--- src/hw/rtl/dtd_pkg.sv ---
// Shared types and constants for the delimited telemetry deframer.
// Depends on nothing; every other file of the block imports it.
package dtd_pkg;

   localparam int SLOT_W     = 3;
   localparam int SLOT_IDX_W = 4;
   localparam int LABEL_W    = 8;
   localparam int VALUE_W    = 32;
   localparam int BYTE_W     = 8;
   localparam int LIMIT_W    = 14;
   localparam int OFF_W      = 3;

   localparam logic [OFF_W-1:0] OFF_OPEN  = 3'd0;
   localparam logic [OFF_W-1:0] OFF_LABEL = 3'd1;
   localparam logic [OFF_W-1:0] OFF_VAL0  = 3'd2;
   localparam logic [OFF_W-1:0] OFF_VAL1  = 3'd3;
   localparam logic [OFF_W-1:0] OFF_VAL2  = 3'd4;
   localparam logic [OFF_W-1:0] OFF_VAL3  = 3'd5;
   localparam logic [OFF_W-1:0] OFF_NL    = 3'd6;

   localparam logic [BYTE_W-1:0]  CH_START = 8'h52;
   localparam logic [BYTE_W-1:0]  CH_END   = 8'h58;
   localparam logic [BYTE_W-1:0]  CH_OPEN  = 8'h3C;
   localparam logic [BYTE_W-1:0]  CH_NL    = 8'h0A;
   localparam logic [LABEL_W-1:0] CH_ERR   = 8'h65;

   localparam logic [LIMIT_W-1:0] IDLE_LIMIT_RESET = 14'd10000;

   localparam logic CMD_BYTE = 1'b0;
   localparam logic CMD_TICK = 1'b1;

   typedef struct packed {
      logic                  take;
      logic                  load_lost;
      logic                  load_slot;
      logic [SLOT_IDX_W-1:0] slot_idx;
   } dp_cmd_type;

   typedef struct packed {
      logic is_end;
      logic is_lost;
      logic out_free;
   } dp_sts_type;

endpackage

--- src/hw/rtl/dtd_if.sv ---
// Handshake channel interfaces of the deframer: request, response and register write.
// Depends on dtd_pkg for the field widths.
interface dtd_req_if;
   import dtd_pkg::*;
   logic              valid;
   logic              ready;
   logic              cmd;
   logic [BYTE_W-1:0] rx_byte;
   modport source (output valid, output cmd, output rx_byte, input ready);
   modport sink (input valid, input cmd, input rx_byte, output ready);
endinterface

interface dtd_rsp_if;
   import dtd_pkg::*;
   logic               valid;
   logic               ready;
   logic [SLOT_W-1:0]  slot;
   logic [LABEL_W-1:0] label;
   logic [VALUE_W-1:0] value_bits;
   logic               lost_link;
   logic               last;
   modport source (output valid, output slot, output label, output value_bits,
                   output lost_link, output last, input ready);
   modport sink (input valid, input slot, input label, input value_bits,
                 input lost_link, input last, output ready);
endinterface

interface dtd_csr_if;
   import dtd_pkg::*;
   logic               valid;
   logic               ready;
   logic [LIMIT_W-1:0] data;
   modport source (output valid, output data, input ready);
   modport sink (input valid, input data, output ready);
endinterface

--- src/hw/rtl/delimited_telemetry_deframer_core.sv ---
// Delimited telemetry deframer, top level.
// The req channel carries one transaction per received byte (cmd 0) or empty poll
// tick (cmd 1). The rsp channel carries slot results and lost-link results.
// The csr channel writes the 14-bit idle limit; it is always ready and must only
// be written while the block is idle. Reset value of the limit is 10000.
// A lost-link result appears on rsp in the cycle after the tick that causes it.
// A frame end byte sends the controller to its emit state, which loads the first slot result.
// Throughput: one req transaction per cycle while rsp is ready. A frame end byte
// starts a burst of NUM_SLOTS results, one per cycle while rsp is ready, from the
// result register; req stays not ready until the last of them is loaded.
// When the receiver stalls, the single result register holds its transaction and
// req is not ready while a full register could not be drained.
// Synchronous reset returns to hunting for a frame start with the idle count
// cleared, all slots invalid and no result pending.
// Depends on dtd_pkg, dtd_if.sv, dtd_ctrl and dtd_datapath.
module delimited_telemetry_deframer_core #(
   parameter int NUM_SLOTS = 5
) (
   input  logic      clock,
   input  logic      reset,
   dtd_req_if.sink   req_if,
   dtd_rsp_if.source rsp_if,
   dtd_csr_if.sink   csr_if
);
   import dtd_pkg::*;

   dp_cmd_type cmd;
   dp_sts_type sts;
   logic       req_ready;

   assign req_if.ready = req_ready;

   dtd_ctrl #(
      .NUM_SLOTS (NUM_SLOTS)
   ) u_ctrl (
      .clock     (clock),
      .reset     (reset),
      .req_valid (req_if.valid),
      .req_ready (req_ready),
      .sts       (sts),
      .cmd       (cmd)
   );

   dtd_datapath #(
      .NUM_SLOTS (NUM_SLOTS)
   ) u_datapath (
      .clock    (clock),
      .reset    (reset),
      .req_cmd  (req_if.cmd),
      .req_byte (req_if.rx_byte),
      .cmd      (cmd),
      .sts      (sts),
      .rsp_if   (rsp_if),
      .csr_if   (csr_if)
   );

endmodule

--- src/hw/rtl/dtd_ctrl.sv ---
// Controller of the deframer: input acceptance and sequencing of frame results.
// Depends on dtd_pkg for the command and status structs.
module dtd_ctrl #(
   parameter int NUM_SLOTS = 5
) (
   input  logic                clock,
   input  logic                reset,
   input  logic                req_valid,
   output logic                req_ready,
   input  dtd_pkg::dp_sts_type sts,
   output dtd_pkg::dp_cmd_type cmd
);
   import dtd_pkg::*;

   localparam int IDX_W = (NUM_SLOTS > 1) ? $clog2(NUM_SLOTS) : 1;
   localparam logic [IDX_W-1:0] LAST_IDX = IDX_W'(NUM_SLOTS - 1);

   typedef enum logic {
      ST_RUN,
      ST_EMIT
   } state_type;

   state_type        state_ff;
   state_type        state_in;
   logic [IDX_W-1:0] emit_idx_ff;
   logic [IDX_W-1:0] emit_idx_in;
   logic             take;

   assign req_ready = (state_ff == ST_RUN) && sts.out_free;
   assign take      = req_valid && req_ready;

   always_comb begin
      state_in    = state_ff;
      emit_idx_in = emit_idx_ff;
      case (state_ff)
         ST_RUN: begin
            if (take && sts.is_end) begin
               state_in    = ST_EMIT;
               emit_idx_in = '0;
            end
         end
         ST_EMIT: begin
            if (sts.out_free) begin
               if (emit_idx_ff == LAST_IDX) begin
                  state_in = ST_RUN;
               end else begin
                  emit_idx_in = emit_idx_ff + 1'b1;
               end
            end
         end
         default: begin
            state_in = ST_RUN;
         end
      endcase
   end

   always_ff @(posedge clock) begin
      if (reset) begin
         state_ff    <= ST_RUN;
         emit_idx_ff <= '0;
      end else begin
         state_ff    <= state_in;
         emit_idx_ff <= emit_idx_in;
      end
   end

   always_comb begin
      cmd.take      = take;
      cmd.load_lost = take && sts.is_lost;
      cmd.load_slot = (state_ff == ST_EMIT) && sts.out_free;
      cmd.slot_idx  = SLOT_IDX_W'(emit_idx_ff);
   end

`ifndef SYNTH
   a_no_double_load: assert property (@(posedge clock) disable iff (reset)
      !(cmd.load_lost && cmd.load_slot))
      else $error("lost-link and slot result loaded in the same cycle");

   a_end_starts_emit: assert property (@(posedge clock) disable iff (reset)
      (take && sts.is_end) |=> (state_ff == ST_EMIT && emit_idx_ff == '0))
      else $error("frame end did not start result sequence at slot zero");

   a_emit_returns: assert property (@(posedge clock) disable iff (reset)
      (state_ff == ST_EMIT && sts.out_free && emit_idx_ff == LAST_IDX)
      |=> (state_ff == ST_RUN))
      else $error("result sequence did not end after the final slot");
`endif

endmodule

--- src/hw/rtl/dtd_datapath.sv ---
// Datapath of the deframer: slot storage, idle counter, limit register, result register.
// Depends on dtd_pkg and the channel interfaces in dtd_if.sv.
module dtd_datapath #(
   parameter int NUM_SLOTS = 5
) (
   input  logic                        clock,
   input  logic                        reset,
   input  logic                        req_cmd,
   input  logic [dtd_pkg::BYTE_W-1:0]  req_byte,
   input  dtd_pkg::dp_cmd_type         cmd,
   output dtd_pkg::dp_sts_type         sts,
   dtd_rsp_if.source                   rsp_if,
   dtd_csr_if.sink                     csr_if
);
   import dtd_pkg::*;

   localparam int IDX_W = (NUM_SLOTS > 1) ? $clog2(NUM_SLOTS) : 1;
   localparam int CNT_W = $clog2(NUM_SLOTS + 1);
   localparam logic [CNT_W-1:0]      SLOT_COUNT = CNT_W'(NUM_SLOTS);
   localparam logic [SLOT_IDX_W-1:0] LAST_IDX   = SLOT_IDX_W'(NUM_SLOTS - 1);

   logic [LIMIT_W-1:0] limit_ff, limit_in;
   logic [LIMIT_W-1:0] idle_ff, idle_in;
   logic               in_frame_ff, in_frame_in;
   logic [CNT_W-1:0]   wr_slot_ff, wr_slot_in;
   logic [OFF_W-1:0]   wr_off_ff, wr_off_in;

   logic [LABEL_W-1:0] labels_ff [NUM_SLOTS];
   logic [LABEL_W-1:0] labels_in [NUM_SLOTS];
   logic [VALUE_W-1:0] values_ff [NUM_SLOTS];
   logic [VALUE_W-1:0] values_in [NUM_SLOTS];
   logic               ok_ff     [NUM_SLOTS];
   logic               ok_in     [NUM_SLOTS];

   logic               out_valid_ff, out_valid_in;
   logic [SLOT_W-1:0]  out_slot_ff, out_slot_in;
   logic [LABEL_W-1:0] out_label_ff, out_label_in;
   logic [VALUE_W-1:0] out_value_ff, out_value_in;
   logic               out_lost_ff, out_lost_in;
   logic               out_last_ff, out_last_in;

   logic [IDX_W-1:0]   wr_idx;
   logic [IDX_W-1:0]   rd_idx;
   logic               rd_ok;

   assign csr_if.ready = 1'b1;
   assign wr_idx = wr_slot_ff[IDX_W-1:0];
   assign rd_idx = cmd.slot_idx[IDX_W-1:0];
   assign rd_ok  = ok_ff[rd_idx] && (CNT_W'(rd_idx) < wr_slot_ff);

   always_comb begin
      sts.is_end   = (req_cmd == CMD_BYTE) && in_frame_ff && (req_byte == CH_END);
      sts.is_lost  = (req_cmd == CMD_TICK) && !(idle_ff < limit_ff);
      sts.out_free = !out_valid_ff || rsp_if.ready;
   end

   always_comb begin
      limit_in    = limit_ff;
      idle_in     = idle_ff;
      in_frame_in = in_frame_ff;
      wr_slot_in  = wr_slot_ff;
      wr_off_in   = wr_off_ff;
      labels_in   = labels_ff;
      values_in   = values_ff;
      ok_in       = ok_ff;

      if (csr_if.valid) begin
         limit_in = csr_if.data;
      end

      if (cmd.take) begin
         if (req_cmd == CMD_TICK) begin
            if (sts.is_lost) begin
               idle_in     = '0;
               in_frame_in = 1'b0;
            end else begin
               idle_in = idle_ff + 1'b1;
            end
         end else begin
            idle_in = '0;
            if (!in_frame_ff) begin
               if (req_byte == CH_START) begin
                  in_frame_in = 1'b1;
                  wr_slot_in  = '0;
                  wr_off_in   = OFF_OPEN;
               end
            end else if (req_byte == CH_END) begin
               in_frame_in = 1'b0;
            end else if (wr_slot_ff < SLOT_COUNT) begin
               case (wr_off_ff)
                  OFF_OPEN:  ok_in[wr_idx] = (req_byte == CH_OPEN);
                  OFF_LABEL: labels_in[wr_idx] = req_byte;
                  OFF_VAL0:  values_in[wr_idx][7:0] = req_byte;
                  OFF_VAL1:  values_in[wr_idx][15:8] = req_byte;
                  OFF_VAL2:  values_in[wr_idx][23:16] = req_byte;
                  OFF_VAL3:  values_in[wr_idx][31:24] = req_byte;
                  OFF_NL:    ok_in[wr_idx] = ok_ff[wr_idx] && (req_byte == CH_NL);
                  default:   ok_in[wr_idx] = 1'b0;
               endcase
               if (wr_off_ff == OFF_NL) begin
                  wr_off_in  = OFF_OPEN;
                  wr_slot_in = wr_slot_ff + 1'b1;
               end else begin
                  wr_off_in = wr_off_ff + 1'b1;
               end
            end
         end
      end
   end

   always_comb begin
      out_valid_in = out_valid_ff && !rsp_if.ready;
      out_slot_in  = out_slot_ff;
      out_label_in = out_label_ff;
      out_value_in = out_value_ff;
      out_lost_in  = out_lost_ff;
      out_last_in  = out_last_ff;
      if (cmd.load_lost) begin
         out_valid_in = 1'b1;
         out_slot_in  = '0;
         out_label_in = '0;
         out_value_in = '0;
         out_lost_in  = 1'b1;
         out_last_in  = 1'b1;
      end else if (cmd.load_slot) begin
         out_valid_in = 1'b1;
         out_slot_in  = cmd.slot_idx[SLOT_W-1:0];
         out_label_in = rd_ok ? labels_ff[rd_idx] : CH_ERR;
         out_value_in = rd_ok ? values_ff[rd_idx] : '0;
         out_lost_in  = 1'b0;
         out_last_in  = (cmd.slot_idx == LAST_IDX);
      end
   end

   always_ff @(posedge clock) begin
      if (reset) begin
         limit_ff     <= IDLE_LIMIT_RESET;
         idle_ff      <= '0;
         in_frame_ff  <= 1'b0;
         wr_slot_ff   <= '0;
         wr_off_ff    <= OFF_OPEN;
         out_valid_ff <= 1'b0;
         for (int i = 0; i < NUM_SLOTS; i++) begin
            ok_ff[i] <= 1'b0;
         end
      end else begin
         limit_ff     <= limit_in;
         idle_ff      <= idle_in;
         in_frame_ff  <= in_frame_in;
         wr_slot_ff   <= wr_slot_in;
         wr_off_ff    <= wr_off_in;
         out_valid_ff <= out_valid_in;
         ok_ff        <= ok_in;
      end
   end

   always_ff @(posedge clock) begin
      labels_ff    <= labels_in;
      values_ff    <= values_in;
      out_slot_ff  <= out_slot_in;
      out_label_ff <= out_label_in;
      out_value_ff <= out_value_in;
      out_lost_ff  <= out_lost_in;
      out_last_ff  <= out_last_in;
   end

   assign rsp_if.valid      = out_valid_ff;
   assign rsp_if.slot       = out_slot_ff;
   assign rsp_if.label      = out_label_ff;
   assign rsp_if.value_bits = out_value_ff;
   assign rsp_if.lost_link  = out_lost_ff;
   assign rsp_if.last       = out_last_ff;

`ifndef SYNTH
   a_no_overwrite: assert property (@(posedge clock) disable iff (reset)
      (cmd.load_lost || cmd.load_slot) |-> (!out_valid_ff || rsp_if.ready))
      else $error("result register loaded while holding an untaken transaction");

   a_lost_result: assert property (@(posedge clock) disable iff (reset)
      cmd.load_lost |=> (out_valid_ff && out_lost_ff && out_last_ff && !in_frame_ff))
      else $error("lost-link transaction not formed or frame left open");

   a_end_closes: assert property (@(posedge clock) disable iff (reset)
      (cmd.take && sts.is_end) |=> !in_frame_ff)
      else $error("frame still open after its end byte");
`endif

endmodule
--- src/flat_wrapper.sv ---
// flat-port wrapper written by rule: the top's interface ports become plain ports
module delimited_telemetry_deframer_core_flat import dtd_pkg::*;
#(
   parameter int NUM_SLOTS = 5
)
  (clock, reset, req_if_valid, req_if_cmd, req_if_rx_byte, req_if_ready, rsp_if_valid, rsp_if_slot, rsp_if_label, rsp_if_value_bits, rsp_if_lost_link, rsp_if_last, rsp_if_ready, csr_if_valid, csr_if_data, csr_if_ready);
  dtd_req_if req_if_i ();
  dtd_rsp_if rsp_if_i ();
  dtd_csr_if csr_if_i ();
  input  logic clock;
  input  logic reset;
  input wire logic [$bits(req_if_i.valid)-1:0] req_if_valid;
  input wire logic [$bits(req_if_i.cmd)-1:0] req_if_cmd;
  input wire logic [$bits(req_if_i.rx_byte)-1:0] req_if_rx_byte;
  output wire logic [$bits(req_if_i.ready)-1:0] req_if_ready;
  output wire logic [$bits(rsp_if_i.valid)-1:0] rsp_if_valid;
  output wire logic [$bits(rsp_if_i.slot)-1:0] rsp_if_slot;
  output wire logic [$bits(rsp_if_i.label)-1:0] rsp_if_label;
  output wire logic [$bits(rsp_if_i.value_bits)-1:0] rsp_if_value_bits;
  output wire logic [$bits(rsp_if_i.lost_link)-1:0] rsp_if_lost_link;
  output wire logic [$bits(rsp_if_i.last)-1:0] rsp_if_last;
  input wire logic [$bits(rsp_if_i.ready)-1:0] rsp_if_ready;
  input wire logic [$bits(csr_if_i.valid)-1:0] csr_if_valid;
  input wire logic [$bits(csr_if_i.data)-1:0] csr_if_data;
  output wire logic [$bits(csr_if_i.ready)-1:0] csr_if_ready;
  assign req_if_i.valid = req_if_valid;
  assign req_if_i.cmd = req_if_cmd;
  assign req_if_i.rx_byte = req_if_rx_byte;
  assign req_if_ready = req_if_i.ready;
  assign rsp_if_valid = rsp_if_i.valid;
  assign rsp_if_slot = rsp_if_i.slot;
  assign rsp_if_label = rsp_if_i.label;
  assign rsp_if_value_bits = rsp_if_i.value_bits;
  assign rsp_if_lost_link = rsp_if_i.lost_link;
  assign rsp_if_last = rsp_if_i.last;
  assign rsp_if_i.ready = rsp_if_ready;
  assign csr_if_i.valid = csr_if_valid;
  assign csr_if_i.data = csr_if_data;
  assign csr_if_ready = csr_if_i.ready;
  delimited_telemetry_deframer_core #(.NUM_SLOTS(NUM_SLOTS)) u_core (.clock(clock), .reset(reset), .req_if(req_if_i), .rsp_if(rsp_if_i), .csr_if(csr_if_i));
endmodule
--- config.mk ---
export PLATFORM = sky130hd
export DESIGN_NAME = delimited_telemetry_deframer_core_flat
export DESIGN_NICKNAME = d
export VERILOG_FILES = /design/src/hw/rtl/dtd_pkg.sv /design/src/hw/rtl/dtd_if.sv /design/src/hw/rtl/delimited_telemetry_deframer_core.sv /design/src/hw/rtl/dtd_ctrl.sv /design/src/hw/rtl/dtd_datapath.sv /design/src/flat_wrapper.sv
export SDC_FILE = /design/constraint.sdc
export NUM_CORES = 1
export LEC_CHECK = 0
export BUFFER_PORTS_ARGS = -buffer_cell sky130_fd_sc_hd__buf_2
export CAP_MARGIN = 10
export CORE_MARGIN = 2
export CORE_UTILIZATION = 25
export CTS_CLUSTER_DIAMETER = 50
export CTS_CLUSTER_SIZE = 28
export DETAILED_ROUTE_END_ITERATION = 10
export PLACE_DENSITY_LB_ADDON = 0.08
export SLEW_MARGIN = 0
export SYNTH_ARGS = -nofsm -noshare
export SYNTH_HDL_FRONTEND = slang
export SYNTH_SLANG_ARGS = --single-unit
--- constraint.sdc ---
create_clock -name clock -period 19.05 [get_ports clock]
set_input_delay 0.9525 -clock clock [delete_from_list [all_inputs] [get_ports clock]]
set_output_delay 0.9525 -clock clock [all_outputs]
set_load 0.01 [all_outputs]
==> impl_metrics.py <==
metrics = {
    "status": {
        "status": "finished, final reports clean",
    },
    "drt": {
        "avgRoutedWirePerCell_um": 22.37,
        "drc": 0,
        "routed_wl_um": 43490,
        "viasPerCell": 4.985,
        "vias": 9690,
        "ant_nets": 0,
        "drt_first_pass_iters": 4,
        "drt_iter0_drc": 587,
    },
    "yosys": {
        "synth.area.mux_share_pct": 9.899,
        "yosys_warnings": 0,
        "synth_xor_xnor_area_share_pct": 0.7629,
        "synthTopCellsByArea": "edfxtp_1 44%, dfxtp_1 13%, a22o_1 9.9%",
        "synth_top_family_by_area": "compound AO/OA/AOI/OAI gates",
        "yosysSeqAreaShare_pct": 56.67,
        "avgSynthCellArea_um2": 11.92,
        "synth_area_um2": 13780,
        "synth-simple-area-share_pct": 10.14,
        "synth_compound_area_share_pct": 17.01,
        "synth_fa_ha_area_share_pct": 1.907,
        "synthesis.nets": 1205,
        "yosysTopAreaCellShare_pct": 43.59,
        "synth_enable_flop_cells": 200,
        "ys_types": 62,
        "yosysTopAreaCell": "edfxtp_1",
        "post_synth_inst_count": 1156,
        "ys.flop_type": "edfxtp_1",
        "ys_async_sr_fraction_pct": 0,
        "ys_seq_elements": 290,
    },
    "die": {
        "die_area_um2": 57000,
        "rows": 86,
        "dieHeight_um": 238.8,
        "core_area_um2": 54770,
        "start_util_pct": 25.15,
        "io_pins": 76,
        "dieWidth_um": 238.8,
    },
    "critical_path": {
        "crit_path_max_fanout": 67,
        "path_cells": "buf_2, nand4bb_1, o211ai_2, nor3_1, nand2b_1, nor2_4, buf_4, buf_4",
        "critPathSlowestCell": "buf_4",
        "cp.required_ns": 19.23,
        "crit_type": "in -> reg",
        "cp-start-kind": "primary input",
        "cpMostUsedCell": "buf_4",
        "end_kind": "register",
        "worstPathArrival_ns": 4.57,
        "max_stage_delay_ns": 0.73,
    },
    "global_routing": {
        "grt_max_degree": 68,
        "gr-total-overflow": 0,
        "grt_antenna_before_repair": 1,
        "grt_pass1_wl_um": 65210,
        "grt_pass1_vias": 9892,
        "grtUsageTotal_pct": 15.29,
    },
    "cells_and_area": {
        "final_core_util_pct": 30.05,
        "layout_common_cells": "200 x edfxtp_1, 156 x a22o_1, 143 x nand2_1, 99 x nor2_1, 88 x dfxtp_1",
        "fin_nets": 1251,
        "final_common_cell": "edfxtp_1",
        "area_growth_pct": 19.48,
        "fin_area_um2": 16460,
        "drive_gt1_share_pct": 21.21,
        "antennaDiodeCount": 0,
    },
    "power": {
        "clkPwrFrac_pct": 56.2,
        "vdd_drop_max_uv": 55.32,
        "p_per_area_nw_per_um2": 96.51,
        "p_int_mw": 1.249,
        "power_frac_seq_pct": 42.2,
        "swShare_pct": 21.39,
        "p_switching_uw": 339.8,
        "p_leak_nw": 5.826,
        "pwr-share-comb_pct": 1.6,
    },
    "cts": {
        "cts_buffers": 47,
        "path_clk_slew_ns": 0.05,
        "clockBufferDepth": 3,
        "cts.sinks": 290,
        "cts_tree": "yes",
        "post_cts_buffers": 0,
        "clkLatencyLatePin_ns": 0.58,
        "hold_buffers": 0,
        "cts_resized": 0,
        "clock-root-buffer": "clkbuf_16",
        "htreeDepth": 2,
    },
    "worst_hold_path": {
        "hp-class": "reg -> reg",
    },
    "place": {
        "port_buffers": 74,
        "dp_hpwl_um": 24920,
        "placed_area_um2": 14830,
        "gp_congestion": 0.7028,
    },
    "run": {
        "max_cap_viol_count": 0,
    },
    "timing": {
        "worst_pin_slew_ns": 1.222,
        "slew_headroom_pct": 18.26,
        "finClkSkew_ns": 0.02197,
        "finalSetupViolCount": 0,
        "setup_tns_ns": 0,
        "fin_crit_sh_pct": 23.03,
        "timing.fmax_ghz": 0.2279,
        "rsz0062_at_grt": "false",
        "post-route-min-period_ns": 4.387,
        "maxSlewViolCount": 0,
        "hold_viol": 0,
    },
}
## state kept, by name, summed over array words and instances, names as in the netlist, 3 cells and up
signal and cells:
u_core.u_datapath.rsp_if.value_bits 32, u_core.u_datapath.values_ff 160, u_core.u_datapath.wr_idx 3, u_core.u_datapath.rsp_if.slot 3, u_core.u_datapath.wr_off_ff 3, u_core.u_datapath.idle_ff 14, u_core.u_datapath.rsp_if.label 8, u_core.u_ctrl.emit_idx_ff 3
u_core.u_datapath.limit_ff 14, u_core.u_datapath.ok_ff 5, u_core.u_datapath.labels_ff 40
## metrics by stage
stage / power (mW) / setup slack, ns / hold WS [ns] / cells
6_report: 1.589 / 14.66 / 0.4493 / 1944
5_1_grt: 1.643 / 14.46 / 0.4794 / 1944
4_1_cts: 1.614 / 14.75 / 0.4486 / 1944
3_5_place_dp: 0.7098 / 14.16 / 0.4360 / 1857
3_3_place_gp: 0.7095 / 14.16 / 0.4270 / 1857
2_1_floorplan: 0.6982 / 11.43 / 0.4439 / 1156
## power groups by stage
stage,Clock [mW],Sequential [mW],Combinational [mW]
CTS,0.917,0.670,0.0268
global placement,0,0.683,0.0266
floorplan,0,0.683,0.0154
global route,0.944,0.670,0.0294
finish,0.892,0.670,0.0261
detailed placement,0,0.683,0.0268
## layout make-up
| type | instances | area, µm² |
|---|---|---|
| Multi-Input combinational cell | 745 | 5523 |
| Sequential cell | 290 | 7812 |
| Fill cell | 5542 | 38310 |
| Clock buffer | 61 | 1281 |
| Inverter | 22 | 82.58 |
| Tap cell | 704 | 880.8 |
| Timing Repair Buffer | 96 | 535.5 |
| Clock inverter | 26 | 345.3 |
## synthesized netlist by cell type (all sizes together) (2+ instances only)
library cell / instances
a21boi: 2
a21o: 7
a21oi: 26
a22o: 156
a22oi: 37
a311oi: 4
and2: 2
and3: 3
buf: 31
clkbuf: 68
dfxtp: 90
edfxtp: 200
ha: 21
inv: 22
mux2: 24
mux2i: 17
mux4: 41
nand2: 145
nand2b: 10
nand3: 16
nand4: 5
nor2: 103
nor3: 14
nor4: 3
o211ai: 7
o21a: 4
o21ai: 55
o21bai: 2
or2: 6
or3: 4
xnor2: 7
xor2: 5
## per-layer routing
layer	share of wire, %	vias to the layer above	wire length [µm]	global-route usage, %
met4	2.4	0	1038	4.564
met2	46	222	19860	24.04
met3	4.6	59	2004	3.002
met1	47	4896	20590	21.25
met5	0	-	0	0
li1	-	4513	-	-
## final timing paths
path | from | endpoint | slack, ns | cells past startpoint
hold / removal | u_core.u_datapath.rsp_if.lost_link$_SDFFE_PP1P_ | u_core.u_datapath.rsp_if.lost_link$_SDFFE_PP1P_ | 0.45 | 1
setup / recovery | req_if_rx_byte[7] | u_core.u_datapath.values_ff[122]$_DFFE_PP_ | 14.66 | 8
hold reg to reg | u_core.u_datapath.rsp_if.lost_link$_SDFFE_PP1P_ | u_core.u_datapath.rsp_if.lost_link$_SDFFE_PP1P_ | 0.45 | 1
setup reg to reg | u_core.u_ctrl.state_ff$_SDFF_PP0_ | u_core.u_datapath.values_ff[122]$_DFFE_PP_ | 15.00 | 7
## worst max-delay path: cells and delay by family
family / cells / cell delay [ns]
compound gates: 1 / 0.15
simple gates: 4 / 1.38
buf+inv: 3 / 1.97
## kinds of logic after synthesis
| group | Yosys count |
|---|---|
| and+or+nand+nor | 321 |
| AOI/OAI and AO/OA | 308 |
| muxes | 82 |
| adders and majority gates | 21 |
| DFF | 290 |
| other | 1 |
| buffers and inverters | 121 |
| xor gates and xnor gates | 12 |
Power figures use the tool's default switching activity.
